[src/rtl/rll_pkg.sv]
// Shared types and constants for the resonant ladder low-pass unit.
// Used by the interfaces, register block, controller, datapath and top level.
package rll_pkg;

	localparam int SAMPLE_BITS_DEF = 16;

	// Register map
	localparam int ADDR_BITS = 4;
	localparam int DATA_BITS = 32;
	localparam int CFG_BITS  = 7;
	localparam logic [1:0] REG_WET       = 2'd0;
	localparam logic [1:0] REG_CUTOFF    = 2'd1;
	localparam logic [1:0] REG_RESONANCE = 2'd2;

	// Filter constants
	localparam int MIX_FULL    = 100;
	localparam int ALPHA_BASE  = 160;
	localparam int ALPHA_STEP  = 280;
	localparam int ALPHA_MAX   = 28800;
	localparam int FB_GAIN     = 122000 / MIX_FULL;
	localparam int KNEE        = 192;
	localparam int BEND        = 384;
	localparam int FRAC_BITS   = 15;
	localparam int ALPHA_BITS  = 15;
	localparam int FB_BITS     = 17;
	localparam int DRV_BITS    = 11;
	localparam int DIV_STEPS   = 9;
	localparam int LADDER_LEN  = 4;
	localparam int CNT_BITS    = 4;

	// Datapath operations
	localparam int OP_BITS = 4;
	localparam logic [OP_BITS-1:0] OP_NONE = 4'd0;
	localparam logic [OP_BITS-1:0] OP_FB   = 4'd1;
	localparam logic [OP_BITS-1:0] OP_CLIP = 4'd2;
	localparam logic [OP_BITS-1:0] OP_DIV  = 4'd3;
	localparam logic [OP_BITS-1:0] OP_DRV  = 4'd4;
	localparam logic [OP_BITS-1:0] OP_SMUL = 4'd5;
	localparam logic [OP_BITS-1:0] OP_SUPD = 4'd6;
	localparam logic [OP_BITS-1:0] OP_MIXA = 4'd7;
	localparam logic [OP_BITS-1:0] OP_MIXB = 4'd8;
	localparam logic [OP_BITS-1:0] OP_MIXC = 4'd9;
	localparam logic [OP_BITS-1:0] OP_MIXD = 4'd10;
	localparam logic [OP_BITS-1:0] OP_MIXE = 4'd11;

	typedef struct packed {
		logic [CFG_BITS-1:0] wet;
		logic [CFG_BITS-1:0] cutoff;
		logic [CFG_BITS-1:0] resonance;
	} rll_cfg_t;

	typedef struct packed {
		logic               load;
		logic [OP_BITS-1:0] op;
		logic               out_load;
	} rll_cmd_t;

	typedef struct packed {
		logic amt_zero;
		logic knee_over;
	} rll_stat_t;

endpackage

[src/rtl/rll_cfg.sv]
// APB register block: wet_amount, cutoff and resonance registers.
// Depends on rll_pkg for the register map and the configuration struct.
module rll_cfg (
	input  logic                           clk,
	input  logic                           arst_n,
	input  logic                           psel,
	input  logic                           penable,
	input  logic                           pwrite,
	input  logic [rll_pkg::ADDR_BITS-1:0]  paddr,
	input  logic [rll_pkg::DATA_BITS-1:0]  pwdata,
	output logic [rll_pkg::DATA_BITS-1:0]  prdata,
	output logic                           pready,
	output rll_pkg::rll_cfg_t              cfg
);
	logic [rll_pkg::CFG_BITS-1:0] wet_q;
	logic [rll_pkg::CFG_BITS-1:0] cutoff_q;
	logic [rll_pkg::CFG_BITS-1:0] resonance_q;
	logic [1:0]                   idx;
	logic                         wr;

	assign idx    = paddr[rll_pkg::ADDR_BITS-1:2];
	assign wr     = psel && penable && pwrite;
	assign pready = 1'b1;

	always_ff @(posedge clk or negedge arst_n) begin
		if (!arst_n) begin
			wet_q       <= '0;
			cutoff_q    <= rll_pkg::CFG_BITS'(1);
			resonance_q <= '0;
		end else if (wr) begin
			case (idx)
				rll_pkg::REG_WET:       wet_q       <= pwdata[rll_pkg::CFG_BITS-1:0];
				rll_pkg::REG_CUTOFF:    cutoff_q    <= pwdata[rll_pkg::CFG_BITS-1:0];
				rll_pkg::REG_RESONANCE: resonance_q <= pwdata[rll_pkg::CFG_BITS-1:0];
				default: ;
			endcase
		end
	end

	always_comb begin
		case (idx)
			rll_pkg::REG_WET:       prdata = rll_pkg::DATA_BITS'(wet_q);
			rll_pkg::REG_CUTOFF:    prdata = rll_pkg::DATA_BITS'(cutoff_q);
			rll_pkg::REG_RESONANCE: prdata = rll_pkg::DATA_BITS'(resonance_q);
			default:                prdata = '0;
		endcase
	end

	assign cfg.wet       = wet_q;
	assign cfg.cutoff    = cutoff_q;
	assign cfg.resonance = resonance_q;

endmodule

[config.mk]
export PLATFORM = sky130hd
export DESIGN_NAME = rll_cfg
export DESIGN_NICKNAME = d
export VERILOG_FILES = /design/src/rtl/rll_pkg.sv /design/src/rtl/rll_cfg.sv
export SDC_FILE = /design/constraint.sdc
export NUM_CORES = 1
export LEC_CHECK = 0
export CAP_MARGIN = 15
export CORE_MARGIN = 2
export CORE_UTILIZATION = 61
export DETAILED_ROUTE_END_ITERATION = 7
export DONT_BUFFER_PORTS = 1
export PLACE_DENSITY = 0.86
export SLEW_MARGIN = 20
export SYNTH_ARGS = -nofsm -noshare
export SYNTH_HDL_FRONTEND = slang
export SYNTH_SLANG_ARGS = --single-unit
[constraint.sdc]
create_clock -name clk -period 1 [get_ports clk]
set_input_delay 0.05 -clock clk [delete_from_list [all_inputs] [get_ports clk]]
set_output_delay 0.05 -clock clk [all_outputs]
set_load 0.05 [all_outputs]
==> results of run 1 <==
## stage by stage
step                      setup TNS (ns)  setup WS (ns)  cell area (um^2)
after detailed placement           -1.66         -0.105              1620
after global placement            -0.872        -0.0681              1620
after floorplan                   -0.988         -0.231              1450
## logic make-up after synthesis
group           share of synthesized area (%)
buf+inv                                  18.7
simple gates                             6.15
flops                                    43.9
other cells                             0.625
compound gates                           2.92
mux                                      27.7
==> flow_summary.ini, run 1 <==
[floorplan]
start_util_pct = 63.2
fp.dieH_um = 48.4
rows = 16
die-width_um = 48.4
ioPinCount = 95

[synth]
synth-edff-count = 0
synthTopCellsByArea = dfrtp_1, buf_4, mux2_2
synth_cells = 99
synth_warnings = 0
yosys-top-cells-count = buf_4, dfrtp_1, mux2_2
synth_most_common_cell = buf_4
synth_top_area_cell = dfrtp_1
ys_ff_latch = 21
syn-cell-area_um2 = 1200
synth.avg_cell_area_um2 = 12.1
ys_types = 15
yosys.area.top_type_share_pct = 41.7
ys_seq_area_share_pct = 43.9
synthFlopType = dfrtp_1
async_reset_ff_share_pct = 100

[cts]
cts_buffers = 3
cts_max_level = 1
cts_sinks = 21
post_cts_buffers = 11
ctsHoldBuffers = 8
clock-root-buffer = clkbuf_4
cts_resized = 17
cts.path.max_buffers = 2

[placed_design]
hpwl_um = 2030
gp_congestion = 0.719
io_buffers = 0
dp.cells = 158

[outcome]
failed_stage = clock tree synthesis
status = stopped before the end
firstError = [ERROR DPL-0033] detailed placement checks failed during check placement.
==> run 2, diff against run 1 <==
CORE_AREA = 2 2 63 65   (was not set)
CORE_MARGIN = not set   (was 2)
CORE_UTILIZATION = not set   (was 61)
DIE_AREA = 0 0 65 67   (was not set)
PLACE_DENSITY = not set   (was 0.86)
PLACE_DENSITY_LB_ADDON = 0.15   (was not set)
==> run 2 against run 1 <==
Area after synthesis did not move. Synthesized cell count is the same. The flow now finishes, with violations (negative setup slack).
==> flow_summary.ini, run 2 <==
[global_routing]
grt_pass1_vias = 859
grt_max_degree = 22
grt_first_pass_wirelength_um = 4470
grt_use_total_pct = 14.1
grt_overflow = 0
antenna_found_initial = 0

[cells_and_area]
layout_commonest_cell = conb_1
num_antenna_cells = 0
nets = 200
drive_gt1_share_pct = 72.8
final_cell_mix = conb_1, dfrtp_2, buf_4, mux2_2
largestRegisters = cutoff_q: 7 flops, resonance_q: 7 flops, wet_q: 7 flops
syn2layout_area_growth_pct = 72.9

[synth]
synth_top_area_cell = dfrtp_1
yosys-top-cells-count = buf_4, dfrtp_1, mux2_2
synth-edff-count = 0
synth_cells = 99
ys_ff_latch = 21
syn-cell-area_um2 = 1200
synth.avg_cell_area_um2 = 12.1
ys_types = 15
async_reset_ff_share_pct = 100
synthTopCellsByArea = dfrtp_1, buf_4, mux2_2
synthFlopType = dfrtp_1
synth_warnings = 0
synth_most_common_cell = buf_4
yosys.area.top_type_share_pct = 41.7
ys_seq_area_share_pct = 43.9

[detailed_routing]
wl_um = 2970
dr.first_iter.drc_count = 13
via_per_inst = 4.25
detail-route-antenna-nets = 0
dr.pass1.iters = 3
drt-wirelength-per-cell_um = 14.4
vias = 875
route.detailed.drc = 0

[setup_path]
arrival_ns = 1.17
critPathKind = reg -> out
cpLargestDelayFamily = flip-flops
worstPathCellList = mux2i_2 > o21ai_4 > buf_12
slowest_delay_ns = 0.54
critPathCaptureType = primary output
cp.required_ns = 0.95
cp_slowest_cell = dfstp_2
cp-start-kind = flop
cp_max_fo = 2
path_buf_inv = 1

[sta]
period_needed_ns = 1.22
slew_violations = 0
finalSetupViolations = 16
tns_ns = -1.29
layout_setup_ws_ns = -0.220
timing.final.crit_share_pct = 122
hold_viol = 0
finalClockSkew_ns = 0
fmax_ghz = 0.820
rsz0062_at_grt = true

[power_and_ir_drop]
p_per_area_nw_per_um2 = 2260
ir_drop_v = 0.00111
p_leak_nw = 0.917

[placed_design]
hpwl_um = 2040
io_buffers = 0
gp_congestion = 0.699
dp_slack_ns = -0.113

[cts]
clock-root-buffer = clkbuf_8
cts_sinks = 21
path_clk_slew_ns = 0.08
cts.path.max_buffers = 2
cts_buffers = 3
cts_max_level = 1
worstSkewPairLatency_ns = 0.25
cts_tree = built

[floorplan]
die-width_um = 65
coreArea_um2 = 3610
fp.dieH_um = 67
ioPinCount = 95
design.die.area_um2 = 4360
rows = 22
start_util_pct = 33.3

[hold_path]
worst_hold_path_type = in -> reg

[outcome]
status = finished, violations left
violations = negative setup slack

[run]
cap_violations = 0
run 2: cell counts after synthesis:
Identical to the previous run, type by type.
run 2: timing repair:
item	in CTS	in global routing
pin swaps	7	2
endpoints found under the setup margin	8	20
resized for setup	14	31
hold buffers	8	1
endpoints found under the hold margin	42	20
setup buffers	13	1
run 2: cell families (layout without fill, tap and decap cells):
group                  after synthesis  in the layout  share of synthesized area (%)
AOI/OAI and AO/OA                    7              7                           2.92
buffers and inverters               29             64                           18.7
DFF                                 21             21                           43.9
muxes                               28             28                           27.7
other                                2             26                          0.625
and+or+nand+nor                     12             12                           6.15
run 2: per-stage QoR:
stage,power [W],std cells,hold slack (ns),util (%),cell area (um^2)
final,0.00469,206,0.187,57.6,2080
after global routing,0.00490,206,0.171,57.6,2080
after global placement,0.00349,179,-0.245,45.5,1640
after detailed placement,0.00351,179,-0.245,45.5,1640
after floorplan,0.00295,123,-0.246,-,1450
after CTS,0.00441,204,0.177,53.2,1920
run 2: final timing paths:
check / startpoint / slack (ns) / end / cells after the start
max in group asynchronous: arst_n / 0.35 / wet_q[6]$_DFFE_PN0P_ / 2
worst min-delay path: paddr[2] / 0.19 / resonance_q[5]$_DFFE_PN0P_ / 3
worst max-delay path: cutoff_q[0]$_DFFE_PN1P_ / -0.22 / prdata[0] / 3
worst max register to register: cutoff_q[6]$_DFFE_PN0P_ / 0.07 / cutoff_q[6]$_DFFE_PN0P_ / 2
worst min register to register: resonance_q[4]$_DFFE_PN0P_ / 0.54 / resonance_q[4]$_DFFE_PN0P_ / 1
min in group asynchronous: arst_n / 0.29 / wet_q[3]$_DFFE_PN0P_ / 2
run 2: metal layers:
metal  up-vias  global-route usage, %  part of all wire, %
li1        408                      -                    -
met1       424                   20.0                   45
met2        41                   21.6                   49
met3         2                   2.36                  5.6
met4         0                   4.79                 0.91
met5         -                      0                    0
run 2: layout make-up:
type / count / area (um^2)
timing repair buffer: 60 / 702
tap: 48 / 60.1
multi-input combinational: 73 / 717
clock inverter: 1 / 5.00
clock buffer: 3 / 41.3
fill: 307 / 1530
sequential: 21 / 552
run 2: worst min-delay path: cells and delay by family:
| kind | cells | cell delay, ns |
|---|---|---|
| buf+inv | 1 | 0.13 |
| mux | 1 | 0.20 |
| simple gates | 1 | 0.03 |
run 2: where the power goes:
group / internal, W / switching (W) / total (W)
combinational: 0.00126 / 0.00158 / 0.00284
clock: 0.000277 / 0.000271 / 0.000548
sequential: 0.00109 / 0.000211 / 0.00130
total: 0.00263 / 0.00206 / 0.00469
(Power assumes the default switching activity.)
