<file path="src/rtl/rll_pkg.sv">
// Shared types and constants for the resonant ladder low-pass unit.
// Used by the interfaces, register block, controller, datapath and top level.
package rll_pkg;

	localparam int SAMPLE_BITS_DEF = 16;

	// Register map
	localparam int ADDR_BITS = 4;
	localparam int DATA_BITS = 32;
	localparam int CFG_BITS  = 7;
	localparam logic [1:0] REG_WET       = 2'd0;
	localparam logic [1:0] REG_CUTOFF    = 2'd1;
	localparam logic [1:0] REG_RESONANCE = 2'd2;

	// Filter constants
	localparam int MIX_FULL    = 100;
	localparam int ALPHA_BASE  = 160;
	localparam int ALPHA_STEP  = 280;
	localparam int ALPHA_MAX   = 28800;
	localparam int FB_GAIN     = 122000 / MIX_FULL;
	localparam int KNEE        = 192;
	localparam int BEND        = 384;
	localparam int FRAC_BITS   = 15;
	localparam int ALPHA_BITS  = 15;
	localparam int FB_BITS     = 17;
	localparam int DRV_BITS    = 11;
	localparam int DIV_STEPS   = 9;
	localparam int LADDER_LEN  = 4;
	localparam int CNT_BITS    = 4;

	// Datapath operations
	localparam int OP_BITS = 4;
	localparam logic [OP_BITS-1:0] OP_NONE = 4'd0;
	localparam logic [OP_BITS-1:0] OP_FB   = 4'd1;
	localparam logic [OP_BITS-1:0] OP_CLIP = 4'd2;
	localparam logic [OP_BITS-1:0] OP_DIV  = 4'd3;
	localparam logic [OP_BITS-1:0] OP_DRV  = 4'd4;
	localparam logic [OP_BITS-1:0] OP_SMUL = 4'd5;
	localparam logic [OP_BITS-1:0] OP_SUPD = 4'd6;
	localparam logic [OP_BITS-1:0] OP_MIXA = 4'd7;
	localparam logic [OP_BITS-1:0] OP_MIXB = 4'd8;
	localparam logic [OP_BITS-1:0] OP_MIXC = 4'd9;
	localparam logic [OP_BITS-1:0] OP_MIXD = 4'd10;
	localparam logic [OP_BITS-1:0] OP_MIXE = 4'd11;

	typedef struct packed {
		logic [CFG_BITS-1:0] wet;
		logic [CFG_BITS-1:0] cutoff;
		logic [CFG_BITS-1:0] resonance;
	} rll_cfg_t;

	typedef struct packed {
		logic               load;
		logic [OP_BITS-1:0] op;
		logic               out_load;
	} rll_cmd_t;

	typedef struct packed {
		logic amt_zero;
		logic knee_over;
	} rll_stat_t;

endpackage

</file>
<file path="src/rtl/rll_ctrl.sv">
// Controller: sequences one sample through feedback, soft clip, ladder and mix, or bypasses them when wet is 0.
// Depends on rll_pkg for the command and status structs and operation codes.
module rll_ctrl (
	input  logic               clk,
	input  logic               arst_n,
	input  logic               in_valid,
	output logic               in_ready,
	output logic               out_valid,
	input  logic               out_ready,
	input  rll_pkg::rll_stat_t stat,
	output rll_pkg::rll_cmd_t  cmd
);
	localparam logic [3:0] ST_IDLE = 4'd0;
	localparam logic [3:0] ST_FB   = 4'd1;
	localparam logic [3:0] ST_CLIP = 4'd2;
	localparam logic [3:0] ST_DIV  = 4'd3;
	localparam logic [3:0] ST_DRV  = 4'd4;
	localparam logic [3:0] ST_SMUL = 4'd5;
	localparam logic [3:0] ST_SUPD = 4'd6;
	localparam logic [3:0] ST_MIXA = 4'd7;
	localparam logic [3:0] ST_MIXB = 4'd8;
	localparam logic [3:0] ST_MIXC = 4'd9;
	localparam logic [3:0] ST_MIXD = 4'd10;
	localparam logic [3:0] ST_MIXE = 4'd11;
	localparam logic [3:0] ST_DONE = 4'd12;

	localparam logic [rll_pkg::CNT_BITS-1:0] DIV_LAST =
		rll_pkg::CNT_BITS'(rll_pkg::DIV_STEPS - 1);
	localparam logic [rll_pkg::CNT_BITS-1:0] STG_LAST =
		rll_pkg::CNT_BITS'(rll_pkg::LADDER_LEN - 1);

	logic [3:0]                   state_q, state_d;
	logic [rll_pkg::CNT_BITS-1:0] cnt_q, cnt_d;
	logic                         out_valid_q, out_valid_d;
	logic                         out_free;

	assign in_ready  = (state_q == ST_IDLE);
	assign out_valid = out_valid_q;
	assign out_free  = !out_valid_q || out_ready;

	always_comb begin
		cmd     = '0;
		state_d = state_q;
		cnt_d   = cnt_q;
		case (state_q)
			ST_IDLE: begin
				if (in_valid) begin
					cmd.load = 1'b1;
					state_d  = stat.amt_zero ? ST_DONE : ST_FB;
				end
			end
			ST_FB: begin
				cmd.op  = rll_pkg::OP_FB;
				state_d = ST_CLIP;
			end
			ST_CLIP: begin
				cmd.op  = rll_pkg::OP_CLIP;
				cnt_d   = '0;
				state_d = stat.knee_over ? ST_DIV : ST_SMUL;
			end
			ST_DIV: begin
				cmd.op = rll_pkg::OP_DIV;
				cnt_d  = cnt_q + 1'b1;
				if (cnt_q == DIV_LAST) begin
					state_d = ST_DRV;
				end
			end
			ST_DRV: begin
				cmd.op  = rll_pkg::OP_DRV;
				cnt_d   = '0;
				state_d = ST_SMUL;
			end
			ST_SMUL: begin
				cmd.op  = rll_pkg::OP_SMUL;
				state_d = ST_SUPD;
			end
			ST_SUPD: begin
				cmd.op = rll_pkg::OP_SUPD;
				if (cnt_q == STG_LAST) begin
					cnt_d   = '0;
					state_d = ST_MIXA;
				end else begin
					cnt_d   = cnt_q + 1'b1;
					state_d = ST_SMUL;
				end
			end
			ST_MIXA: begin
				cmd.op  = rll_pkg::OP_MIXA;
				state_d = ST_MIXB;
			end
			ST_MIXB: begin
				cmd.op  = rll_pkg::OP_MIXB;
				state_d = ST_MIXC;
			end
			ST_MIXC: begin
				cmd.op  = rll_pkg::OP_MIXC;
				state_d = ST_MIXD;
			end
			ST_MIXD: begin
				cmd.op  = rll_pkg::OP_MIXD;
				state_d = ST_MIXE;
			end
			ST_MIXE: begin
				cmd.op  = rll_pkg::OP_MIXE;
				state_d = ST_DONE;
			end
			ST_DONE: begin
				if (out_free) begin
					cmd.out_load = 1'b1;
					state_d      = ST_IDLE;
				end
			end
			default: begin
				state_d = ST_IDLE;
			end
		endcase
	end

	always_comb begin
		out_valid_d = out_valid_q;
		if (cmd.out_load) begin
			out_valid_d = 1'b1;
		end else if (out_ready) begin
			out_valid_d = 1'b0;
		end
	end

	always_ff @(posedge clk or negedge arst_n) begin
		if (!arst_n) begin
			state_q     <= ST_IDLE;
			cnt_q       <= '0;
			out_valid_q <= 1'b0;
		end else begin
			state_q     <= state_d;
			cnt_q       <= cnt_d;
			out_valid_q <= out_valid_d;
		end
	end

	a_div_bound: assert property (@(posedge clk) disable iff (!arst_n)
		state_q == ST_DIV |-> cnt_q <= DIV_LAST)
		else $error("divider step count overran");

	a_filter_start: assert property (@(posedge clk) disable iff (!arst_n)
		in_valid && in_ready && !stat.amt_zero |=> state_q == ST_FB)
		else $error("filtered request did not start at feedback step");

	a_ladder_end: assert property (@(posedge clk) disable iff (!arst_n)
		state_q == ST_SUPD && cnt_q == STG_LAST |=> state_q == ST_MIXA)
		else $error("ladder pass did not end after last stage");

	a_out_load: assert property (@(posedge clk) disable iff (!arst_n)
		cmd.out_load |=> out_valid_q && state_q == ST_IDLE)
		else $error("result load did not raise output valid");

endmodule

</file>
<file path="config.mk">
export PLATFORM = sky130hd
export DESIGN_NAME = rll_ctrl
export DESIGN_NICKNAME = d
export VERILOG_FILES = /design/src/rtl/rll_pkg.sv /design/src/rtl/rll_ctrl.sv
export SDC_FILE = /design/constraint.sdc
export NUM_CORES = 1
export LEC_CHECK = 0
export BUFFER_PORTS_ARGS = -buffer_cell sky130_fd_sc_hd__buf_2
export CAP_MARGIN = 10
export CORE_MARGIN = 5
export CORE_UTILIZATION = 25
export DETAILED_ROUTE_END_ITERATION = 8
export GPL_TIMING_DRIVEN = 0
export PLACE_DENSITY_LB_ADDON = 0.08
export SYNTH_ARGS = -nofsm -noshare
export SYNTH_HDL_FRONTEND = slang
export SYNTH_SLANG_ARGS = --single-unit
export TNS_END_PERCENT = 50
</file>
<file path="constraint.sdc">
create_clock -name clk -period 1.8 [get_ports clk]
set_clock_uncertainty 0.15 [all_clocks]
set_input_delay 0.27 -clock clk [delete_from_list [all_inputs] [get_ports clk]]
set_output_delay 0.27 -clock clk [all_outputs]
set_load 0.02 [all_outputs]
</file>
==> flow_summary.toml <==
[run_status]
status = "complete, no violations"

[floorplan]
placementRows = 19
initial_core_util_pct = 26.0
fp.dieH_microns = 63.4
dieArea_sq_um = 4020
ioPinCount = 14
die-width_microns = 63.4
core_area_sq_um = 2730

[yosys]
synth.avg_cell_area_sq_um = 8.58
synth-seq-cells = 9
synth_fp_nets = 91
synth_cell_type_count = 37
synth-async-reset-ratio_pct = 100
synth_edf_count = 0
netlist_area_sq_um = 712
synth-main-ff-cell = "dfrtp_1"
synth_seq_area_share_pct = 31.6
yosysWarnings = 0
synth_cells = 83

[power_and_ir_drop]
p_leak_uw = 0.000449
powerDensity_nw_per_um2 = 1870
clkPwrFrac_pct = 9.0
ir_worst_vdd_v = 0.000763
seqPwrFrac_pct = 20.1
internal-power_uw = 1020
pwr-share-comb_pct = 70.9
power.switching_uw = 872
total_power_uw = 1890
switching_share_pct = 46.1

[final_layout]
multiInputGateArea_sq_um = 439
diodes = 0
finalNonFillerCells = 144
finalCoreUtilization_pct = 36.9
seq_area_sq_um = 229
fin_area_sq_um = 1010
nFillCells = 294
drive_gt1_share_pct = 39.8
nNetsFinal = 122
area_delta_synth_final_pct = 41.7
final_common_cell = "buf_4"
most-common-layout-cells = "buf_4, buf_2, buf_6, dfrtp_1, a31oi_1"

[critical_path]
reg2reg_depth = 6
critPathKind = "flop to output pin"
critPathTopFamily = "simple AND/OR/NAND/NOR gates"
slowest_stage = "dfrtp_1"
regToRegSetupSlack_ns = 0.12
max_stage_delay_ns = 0.41
worstSetupStartpointType = "flop"
r2r-end = "cnt_q[3]"
crit_buf_inv = 2
worstPathCellList = "buf_6 -> nor4_4 -> and2_4 -> buf_6"
crit_fanout = 3
r2r-start = "state_q[1]"
path_common_cell = "buf_6"
end_kind = "output pin"
required_ns = 1.38
cp.arrival_ns = 1.36

[routing]
drt_pass1_iterations = 4
wl_per_cell_microns = 15.9
vias = 771
drt_iter0_drc = 28
wirelength_microns = 2290
vias_per_cell = 5.35
drc = 0
final_antenna_net_count = 0

[cts]
cts_root_buf = "clkbuf_4"
path_clk_slew_ns = 0.07
clk_path_buf_depth = 2
cts_inserted_buffers = 3
clock_latency_ns = 0.27
cts_htree_levels = 1
tritoncts = "done"
cts_sinks = 9

[timing]
fmax_ghz = 0.562
maxSlewHeadroom_pct = 73.0
setup_violations = 0
hold_violations = 0
finalCritPeriodShare_pct = 98.9
worst_slew_pin_slew_ns = 0.404
hold_slack_ns = 0.238
rsz0062_at_grt = "yes"
fin_crit_ns = 1.78
finalMaxSlewViolations = 0

[place]
dp_cells = 127
hpwl_microns = 1490
port_buffers = 13
placed_area_sq_um = 816
place.gp.congestion = 0.778

[grt]
grt_overflow_total = 0
antenna_found_initial = 0
grt.total_usage_pct = 11.8
grt_pass1_vias = 805
grt_pass1_wl_microns = 3820
grt_start_max_net_pins = 11

[job]
maxCapViolCount = 0

[hold_path]
hold_class = "input pin to asynchronous set/reset pin"
## cell families (layout without fill, tap and decap cells)
| logic type | Yosys count | count (layout) | share of synthesized area, % |
|---|---|---|---|
| AND/OR/NAND/NOR | 36 | 36 | 30.2 |
| AO/OA/AOI/OAI | 24 | 24 | 25.1 |
| buffers and inverters | 12 | 42 | 9.49 |
| flip-flops | 9 | 9 | 31.6 |
| adder cells (fa/ha/maj) | 2 | 2 | 3.51 |
## worst max path at each step
stage	start	to	cells after the start
2_1_floorplan	state_q[1]	cmd[5]	2
3_3_place_gp	cnt_q[0]	cnt_q[0]	4
3_5_place_dp	cnt_q[0]	cnt_q[0]	4
4_1_cts	state_q[3]	cmd[0]	5
5_1_grt	state_q[3]	cmd[5]	4
6_report	state_q[3]	cmd[5]	4
## power groups by stage
| stage | clock network, uW | logic [uW] | registers (uW) |
|---|---|---|---|
| 6_report | 169 | 1340 | 380 |
| 5_1_grt | 184 | 1450 | 395 |
| 4_1_cts | 181 | 1270 | 369 |
| 3_5_place_dp | 0 | 988 | 370 |
| 3_3_place_gp | 0 | 999 | 371 |
| 2_1_floorplan | 0 | 740 | 355 |
## synthesized netlist by cell type, types with 2 or more instances
master | number | area share, %
a21oi_1 | 3 | 2.1
dfrtp_1 | 9 | 32
nor3_1 | 3 | 2.1
nand3_1 | 3 | 2.1
buf_4 | 6 | 6.3
nor2_1 | 4 | 2.1
o221ai_1 | 2 | 2.5
nand4_1 | 3 | 2.6
inv_2 | 2 | 1.1
inv_1 | 4 | 2.1
a22o_1 | 3 | 3.7
a31oi_1 | 5 | 4.4
nor2b_1 | 2 | 1.8
nand2b_1 | 2 | 1.8
nand2_1 | 5 | 2.6
and2_1 | 4 | 3.5
ha_1 | 2 | 3.5
nor4_1 | 2 | 1.8
## registers in the layout, summed over array words and instances, names as in the netlist
register	cells
cnt_q	4
state_q	4
out_valid	1
## worst register-to-register path, cell delays in order (launching register included)
cell      delay, ns
dfrtp_2        0.44
buf_6          0.13
buf_4          0.13
buf_4          0.14
o21bai_1       0.25
nor3_1         0.09
a311oi_1       0.25
## per-layer routing
layer  vias to the layer above  global-route usage (%)  part of all wire (%)
met4                         0                    2.34                  0.87
met3                         2                    4.09                   4.8
met1                       381                    14.8                    46
met2                        15                    19.7                    48
met5                         -                       0                     0
li1                        373                       -                     -
## per-stage QoR
stage / worst slack, ns / setup TNS, ns
2_1_floorplan: 0.0728 / 0
3_3_place_gp: 0.133 / 0
3_5_place_dp: 0.122 / 0
4_1_cts: 0.00500 / 0
5_1_grt: -0.0400 / -0.0400
6_report: 0.0202 / 0
## repair_timing
item,CTS,global route
endpoints found under the hold margin,9,0
hold buffers,1,0
gates resized for setup,8,8
pin swaps,0,2
endpoints found under the setup margin,1,6
setup buffers,11,2
## area by class of cell
| cell class | instances | share of cell area, % |
|---|---|---|
| Multi-Input combinational cell | 62 | 43.5 |
| Tap cell | 31 | 3.85 |
| Inverter | 6 | 2.48 |
| Timing Repair Buffer | 27 | 19.6 |
| Clock buffer | 4 | 2.61 |
| Buffer | 5 | 5.21 |
| Sequential cell | 9 | 22.7 |
(Power assumes the default switching activity.)
