## src/rtl/rll_pkg.sv

```systemverilog
// Shared types and constants for the resonant ladder low-pass unit.
// Used by the interfaces, register block, controller, datapath and top level.
package rll_pkg;

	localparam int SAMPLE_BITS_DEF = 16;

	// Register map
	localparam int ADDR_BITS = 4;
	localparam int DATA_BITS = 32;
	localparam int CFG_BITS  = 7;
	localparam logic [1:0] REG_WET       = 2'd0;
	localparam logic [1:0] REG_CUTOFF    = 2'd1;
	localparam logic [1:0] REG_RESONANCE = 2'd2;

	// Filter constants
	localparam int MIX_FULL    = 100;
	localparam int ALPHA_BASE  = 160;
	localparam int ALPHA_STEP  = 280;
	localparam int ALPHA_MAX   = 28800;
	localparam int FB_GAIN     = 122000 / MIX_FULL;
	localparam int KNEE        = 192;
	localparam int BEND        = 384;
	localparam int FRAC_BITS   = 15;
	localparam int ALPHA_BITS  = 15;
	localparam int FB_BITS     = 17;
	localparam int DRV_BITS    = 11;
	localparam int DIV_STEPS   = 9;
	localparam int LADDER_LEN  = 4;
	localparam int CNT_BITS    = 4;

	// Datapath operations
	localparam int OP_BITS = 4;
	localparam logic [OP_BITS-1:0] OP_NONE = 4'd0;
	localparam logic [OP_BITS-1:0] OP_FB   = 4'd1;
	localparam logic [OP_BITS-1:0] OP_CLIP = 4'd2;
	localparam logic [OP_BITS-1:0] OP_DIV  = 4'd3;
	localparam logic [OP_BITS-1:0] OP_DRV  = 4'd4;
	localparam logic [OP_BITS-1:0] OP_SMUL = 4'd5;
	localparam logic [OP_BITS-1:0] OP_SUPD = 4'd6;
	localparam logic [OP_BITS-1:0] OP_MIXA = 4'd7;
	localparam logic [OP_BITS-1:0] OP_MIXB = 4'd8;
	localparam logic [OP_BITS-1:0] OP_MIXC = 4'd9;
	localparam logic [OP_BITS-1:0] OP_MIXD = 4'd10;
	localparam logic [OP_BITS-1:0] OP_MIXE = 4'd11;

	typedef struct packed {
		logic [CFG_BITS-1:0] wet;
		logic [CFG_BITS-1:0] cutoff;
		logic [CFG_BITS-1:0] resonance;
	} rll_cfg_t;

	typedef struct packed {
		logic               load;
		logic [OP_BITS-1:0] op;
		logic               out_load;
	} rll_cmd_t;

	typedef struct packed {
		logic amt_zero;
		logic knee_over;
	} rll_stat_t;

endpackage

```

## src/rtl/rll_datapath.sv

```systemverilog
// Datapath: shared multiplier, soft-clip divider, ladder stages and dry/wet mix.
// Depends on rll_pkg for constants, operation codes and command/status structs.
module rll_datapath #(
	parameter int SAMPLE_BITS = rll_pkg::SAMPLE_BITS_DEF
) (
	input  logic                          clk,
	input  logic                          arst_n,
	input  rll_pkg::rll_cmd_t             cmd,
	input  rll_pkg::rll_cfg_t             cfg,
	input  logic signed [SAMPLE_BITS-1:0] sample_in,
	output rll_pkg::rll_stat_t            stat,
	output logic signed [SAMPLE_BITS-1:0] sample_out
);
	localparam int W      = SAMPLE_BITS;
	localparam int EW     = W + 4;
	localparam int MW     = W + 8;
	localparam int PW     = 2 * MW;
	localparam int NW     = W + 13;
	localparam int MIX_SH = W + 13;
	localparam int CB     = rll_pkg::CFG_BITS;
	localparam int FB     = rll_pkg::FRAC_BITS;
	localparam int DS     = rll_pkg::DIV_STEPS;
	localparam longint unsigned RECIP_L =
		((64'd1 << MIX_SH) + rll_pkg::MIX_FULL - 1) / rll_pkg::MIX_FULL;
	localparam logic signed [MW-1:0] RECIP = MW'(RECIP_L);
	localparam logic signed [W+1:0] LIM_P = {3'b000, {(W-1){1'b1}}};
	localparam logic signed [W+1:0] LIM_N = -LIM_P;
	localparam logic [CB-1:0] FULL = CB'(rll_pkg::MIX_FULL);

	logic signed [W-1:0]  x_q, y_q, acc_q, out_q, tgt_q;
	logic signed [W-1:0]  s_q [rll_pkg::LADDER_LEN];
	logic [CB-1:0]        amt_q;
	logic [rll_pkg::ALPHA_BITS-1:0] alpha_q;
	logic [rll_pkg::FB_BITS-1:0]    fb_q;
	logic signed [PW-1:0] prod_q;
	logic                 neg_q;
	logic [NW-1:0]        rem_q, den_q;
	logic [DS-1:0]        quo_q;

	logic [CB-1:0]        amt_sat, cut_sat, res_sat;
	logic [rll_pkg::ALPHA_BITS-1:0] alpha_raw, alpha_new;
	logic [rll_pkg::FB_BITS-1:0]    fb_new;
	logic signed [EW-1:0] e_val;
	logic [EW-1:0]        e_abs, d_val;
	logic                 knee_over;
	logic signed [W:0]    diff;
	logic signed [MW-1:0] ma, mb;
	logic [PW-1:0]        prod_abs;
	logic signed [W-1:0]  mix_q;
	logic signed [W+1:0]  upd_sum;
	logic signed [W-1:0]  upd_val;
	logic [DS:0]          drv_mag;
	logic signed [W-1:0]  drv_val;

	// Saturate register values at request load
	always_comb begin
		amt_sat = (cfg.wet > FULL) ? FULL : cfg.wet;
		res_sat = (cfg.resonance > FULL) ? FULL : cfg.resonance;
		if (cfg.cutoff == '0) begin
			cut_sat = CB'(1);
		end else if (cfg.cutoff > FULL) begin
			cut_sat = FULL;
		end else begin
			cut_sat = cfg.cutoff;
		end
		alpha_raw = rll_pkg::ALPHA_BITS'(rll_pkg::ALPHA_BASE
			+ rll_pkg::ALPHA_STEP * int'(cut_sat));
		alpha_new = (alpha_raw > rll_pkg::ALPHA_BITS'(rll_pkg::ALPHA_MAX))
			? rll_pkg::ALPHA_BITS'(rll_pkg::ALPHA_MAX) : alpha_raw;
		fb_new = rll_pkg::FB_BITS'(rll_pkg::FB_GAIN * int'(res_sat));
	end

	// Soft-clip input: sample minus floored feedback
	always_comb begin
		e_val     = EW'(x_q) - $signed(prod_q[FB +: EW]);
		e_abs     = e_val[EW-1] ? EW'(-e_val) : EW'(e_val);
		knee_over = e_abs > EW'(rll_pkg::KNEE);
		d_val     = e_abs - EW'(rll_pkg::KNEE);
	end

	assign stat.amt_zero  = (cfg.wet == '0);
	assign stat.knee_over = knee_over;

	// Shared multiplier operand select
	always_comb begin
		diff     = (W+1)'(tgt_q) - (W+1)'(s_q[0]);
		prod_abs = prod_q[PW-1] ? PW'(-prod_q) : PW'(prod_q);
		case (cmd.op)
			rll_pkg::OP_FB: begin
				ma = MW'(s_q[rll_pkg::LADDER_LEN-1]);
				mb = MW'($signed({1'b0, fb_q}));
			end
			rll_pkg::OP_SMUL: begin
				ma = MW'($signed({1'b0, alpha_q}));
				mb = MW'(diff);
			end
			rll_pkg::OP_MIXA: begin
				ma = MW'(x_q);
				mb = MW'($signed({1'b0, FULL - amt_q}));
			end
			rll_pkg::OP_MIXC: begin
				ma = MW'(s_q[rll_pkg::LADDER_LEN-1]);
				mb = MW'($signed({1'b0, amt_q}));
			end
			rll_pkg::OP_MIXB, rll_pkg::OP_MIXD: begin
				ma = $signed(prod_abs[MW-1:0]);
				mb = RECIP;
			end
			default: begin
				ma = '0;
				mb = '0;
			end
		endcase
	end

	always_comb begin
		mix_q   = neg_q ? -$signed(prod_q[MIX_SH +: W]) : $signed(prod_q[MIX_SH +: W]);
		upd_sum = (W+2)'(s_q[0]) + (W+2)'($signed(prod_q[FB +: W+1]));
		if (upd_sum > LIM_P) begin
			upd_val = W'(LIM_P);
		end else if (upd_sum < LIM_N) begin
			upd_val = W'(LIM_N);
		end else begin
			upd_val = W'(upd_sum);
		end
		drv_mag = (DS+1)'(rll_pkg::KNEE) + (DS+1)'(quo_q);
		drv_val = neg_q ? -W'($signed({1'b0, drv_mag})) : W'($signed({1'b0, drv_mag}));
	end

	// Ladder state: rotate one stage per update so stage 3 lands back at the end
	always_ff @(posedge clk or negedge arst_n) begin
		if (!arst_n) begin
			for (int i = 0; i < rll_pkg::LADDER_LEN; i++) begin
				s_q[i] <= '0;
			end
		end else if (cmd.op == rll_pkg::OP_SUPD) begin
			for (int i = 0; i < rll_pkg::LADDER_LEN - 1; i++) begin
				s_q[i] <= s_q[i+1];
			end
			s_q[rll_pkg::LADDER_LEN-1] <= upd_val;
		end
	end

	always_ff @(posedge clk) begin
		if (cmd.load) begin
			x_q     <= sample_in;
			y_q     <= sample_in;
			amt_q   <= amt_sat;
			alpha_q <= alpha_new;
			fb_q    <= fb_new;
		end
		case (cmd.op)
			rll_pkg::OP_FB, rll_pkg::OP_SMUL, rll_pkg::OP_MIXA: begin
				prod_q <= ma * mb;
			end
			rll_pkg::OP_MIXB, rll_pkg::OP_MIXD: begin
				neg_q  <= prod_q[PW-1];
				prod_q <= ma * mb;
			end
			rll_pkg::OP_MIXC: begin
				acc_q  <= mix_q;
				prod_q <= ma * mb;
			end
			rll_pkg::OP_MIXE: begin
				y_q <= acc_q + mix_q;
			end
			rll_pkg::OP_CLIP: begin
				neg_q <= e_val[EW-1];
				tgt_q <= W'(e_val);
				rem_q <= NW'(d_val) * NW'(rll_pkg::BEND);
				den_q <= (NW'(d_val) + NW'(rll_pkg::BEND)) << (DS - 1);
				quo_q <= '0;
			end
			rll_pkg::OP_DIV: begin
				if (rem_q >= den_q) begin
					rem_q <= rem_q - den_q;
					quo_q <= {quo_q[DS-2:0], 1'b1};
				end else begin
					quo_q <= {quo_q[DS-2:0], 1'b0};
				end
				den_q <= den_q >> 1;
			end
			rll_pkg::OP_DRV: begin
				tgt_q <= drv_val;
			end
			rll_pkg::OP_SUPD: begin
				tgt_q <= upd_val;
			end
			default: ;
		endcase
		if (cmd.out_load) begin
			out_q <= y_q;
		end
	end

	assign sample_out = out_q;

	a_quo_range: assert property (@(posedge clk) disable iff (!arst_n)
		cmd.op == rll_pkg::OP_DRV |-> quo_q < DS'(rll_pkg::BEND))
		else $error("soft clip quotient out of range");

	a_stage_range: assert property (@(posedge clk) disable iff (!arst_n)
		(W+2)'(s_q[rll_pkg::LADDER_LEN-1]) >= LIM_N)
		else $error("last ladder stage below limit");

endmodule
```

## config.mk

```make
export PLATFORM = sky130hd
export DESIGN_NAME = rll_datapath
export DESIGN_NICKNAME = d
export VERILOG_FILES = /design/src/rtl/rll_pkg.sv /design/src/rtl/rll_datapath.sv
export SDC_FILE = /design/constraint.sdc
export NUM_CORES = 2
export LEC_CHECK = 0
export ABC_CLOCK_PERIOD_IN_PS = 19800
export BUFFER_PORTS_ARGS = -buffer_cell sky130_fd_sc_hd__buf_2
export CAP_MARGIN = 15
export CORE_ASPECT_RATIO = 0.9
export CORE_MARGIN = 1.5
export CORE_UTILIZATION = 50
export CTS_CLUSTER_SIZE = 14
export DETAILED_ROUTE_END_ITERATION = 8
export GPL_ROUTABILITY_DRIVEN = 0
export PLACE_DENSITY = 0.67
export SYNTH_ARGS = -nofsm -noshare
export SYNTH_HDL_FRONTEND = slang
export SYNTH_SLANG_ARGS = --single-unit
```

## constraint.sdc

```tcl
create_clock -name clk -period 19.8 [get_ports clk]
set_clock_uncertainty 0.2 [all_clocks]
set_input_delay 0.99 -clock clk [delete_from_list [all_inputs] [get_ports clk]]
set_output_delay 0.99 -clock clk [all_outputs]
set_load 0.01 [all_outputs]
```

==> results.ini <==
[cts]
cts_hold_buf = 0
cts_setup_buffers = 0
cts_made_buffers = 30
cts_sinks = 292
ctsRootBufferMaster = clkbuf_16
cts_buffer_depth = 3
cts_resized = 0
clkTransAtPathRegs_ns = 0.07
cts_tree = done
clk_latency_ns = 0.61
htree_levels = 1

[logic_synthesis]
synth_top_area_frac = 0.300
syn-instance-count = 4400
seq_area_frac_synth = 0.206
syn_area_mm2 = 0.0409
synth_area_leader_cell = fa_1
synth-seq-cells = 292
synth_warnings = 0
synth_area_leaders = fa_1 (30%), edfxtp_1 (17%), ha_1 (9.8%)
synth_cell_types = 97
synth.avg_cell_area_um2 = 9.30
synth_common_cells = inv_1 (830), fa_1 (613), nand2_1 (525)
yosysMostFrequentCell = inv_1
synth-async-reset-ratio = 0.219
yosys_most_used_dff = edfxtp_1
synth-edff-count = 228

[route]
vias_per_cell = 5.61
drtIter0Drc = 2813
vias = 31100
ant_nets = 0
drc = 0
wl_per_cell_um = 20.4
drt-total-wl_um = 113000
dr.pass1.iters = 8

[sta]
finalCriticalPeriod_ns = 11.63
rsz0062_at_grt = false
finalCritPeriodShare = 0.588
finalSetupViolations = 0
setup_tns_ns = 0
timing.final.hold_violations = 0
slew_violations = 0
max_slew.worst_pin.slew_ns = 1.26
worst_slack_ns = 8.17
fmax_mhz = 86.0
slew_headroom = 0.160

[global_routing]
grt-ovfl-total = 0
use_met2 = 0.417
grt_max_degree = 81
use_met1 = 0.390
grt_util_met3 = 0.0575
grt_pass1_wl_um = 178000
grt_pass1_vias = 31200
track_usage = 0.276
top_usage_layer = met2
antenna_found_initial = 2

[worst_setup_path]
arrival_ns = 11.77
crit_top_cell = fa_1
path_class = register to register
crit_path_start_kind = register
cp.required_ns = 19.94
slowest_delay_ns = 0.60
end_kind = register
slowest_stage = inv_1
path_max_fanout = 25

[final_layout]
final_area_mm2 = 0.0438
num_antenna_cells = 0
area_growth_syn_to_layout_pct = 7.12
stdcell_count = 5540
nNetsFinal = 5435
final_layout_size_suffix_gt1_frac = 0.0565

[flow_run]
max_cap_violations = 0

[placement]
placed_cells = 5483
pre_cts_ws_ns = 8.45
dpl.hpwl_um = 91900
placed_area_mm2 = 0.0428
io_buffers = 62

[die]
coreArea_mm2 = 0.0810
row_count = 99
start_util = 0.505
dieWidth_um = 305
fp.dieArea_mm2 = 0.0836
die_y_um = 274
ios = 63

[outcome]
status = complete, no violations

[worst_hold_path]
hp-class = register to register

==> cell type report <==
class / count / area (µm²)
fill: 7414 / 37200
multi-input combinational: 3179 / 29200
sequential: 292 / 8450
inverter: 830 / 3120
tap: 1060 / 1330
clock buffer: 47 / 916
timing repair buffer: 123 / 774
clock inverter: 9 / 92.6
==> through the flow <==
stage | util | hold WS [ns]
after floorplan | - | 0.200
after global placement | 0.529 | 0.206
after detailed placement | 0.529 | 0.207
after CTS | 0.541 | 0.223
after global routing | 0.541 | 0.235
final | 0.541 | 0.221
==> worst paths after layout <==
kind                          from             end  slack [ns]  cells past startpoint
min                        y_q[14]  sample_out[14]        0.22                      0
min reg2reg                y_q[14]  sample_out[14]        0.22                      0
max in group asynchronous   arst_n         s_q[30]       18.39                      2
min in group asynchronous   arst_n         s_q[32]        0.41                      2
max                        s_q[48]      prod_q[44]        8.17                     38
max reg2reg                s_q[48]      prod_q[44]        8.17                     38
==> layout by cell type (no fill, tap or decap), types with 33 or more instances in the layout <==
cell type and count:
inv_1 829, fa_1 613, nand2_1 524, ha_1 321, nor2_1 308, edfxtp_1 228
a21oi_1 179, o21ai_0 155, xnor2_1 150, nor3_1 80, xor2_1 78, a21o_1 69
nand3_1 66, dfrtp_1 64, buf_2 62, buf_4 59, conb_1 51, nand2b_1 48
nor2b_1 42, o21a_1 33
==> sequential cells by signal, indices dropped and copies added, names as in the netlist <==
name and cells:
x_q 16, alpha_q 12, quo_q 9, neg_q 1
prod_q 46, tgt_q 16, sample_out 16, amt_q 7
s_q 64, rem_q 29, acc_q 16, den_q 29
y_q 16, fb_q 15
==> critical path: cells and delay by family (launching register included) <==
family | cells | cell delay [ns]
buf+inv | 6 | 1.03
compound gates | 17 | 4.05
xor+xnor | 1 | 0.17
flops | 1 | 0.41
simple gates | 4 | 0.81
fa+ha+maj | 10 | 4.67
==> cell families after synthesis <==
| logic type | Yosys count | share of synthesized area |
|---|---|---|
| flops | 292 | 0.206 |
| fa+ha+maj | 934 | 0.398 |
| mux | 10 | 0.00248 |
| compound gates | 703 | 0.113 |
| buf+inv | 978 | 0.0901 |
| other cells | 2 | 0.000183 |
| simple gates | 1249 | 0.139 |
| xor+xnor | 232 | 0.0505 |
==> routing by layer <==
| metal | share of wire | up-vias |
|---|---|---|
| li1 | - | 14300 |
| met1 | 0.43 | 15300 |
| met2 | 0.43 | 1273 |
| met3 | 0.094 | 249 |
| met4 | 0.047 | 0 |
| met5 | 0 | - |
Power is not shown: default switching activity piles up to over one toggle a cycle in this logic, so the estimate is an artifact.
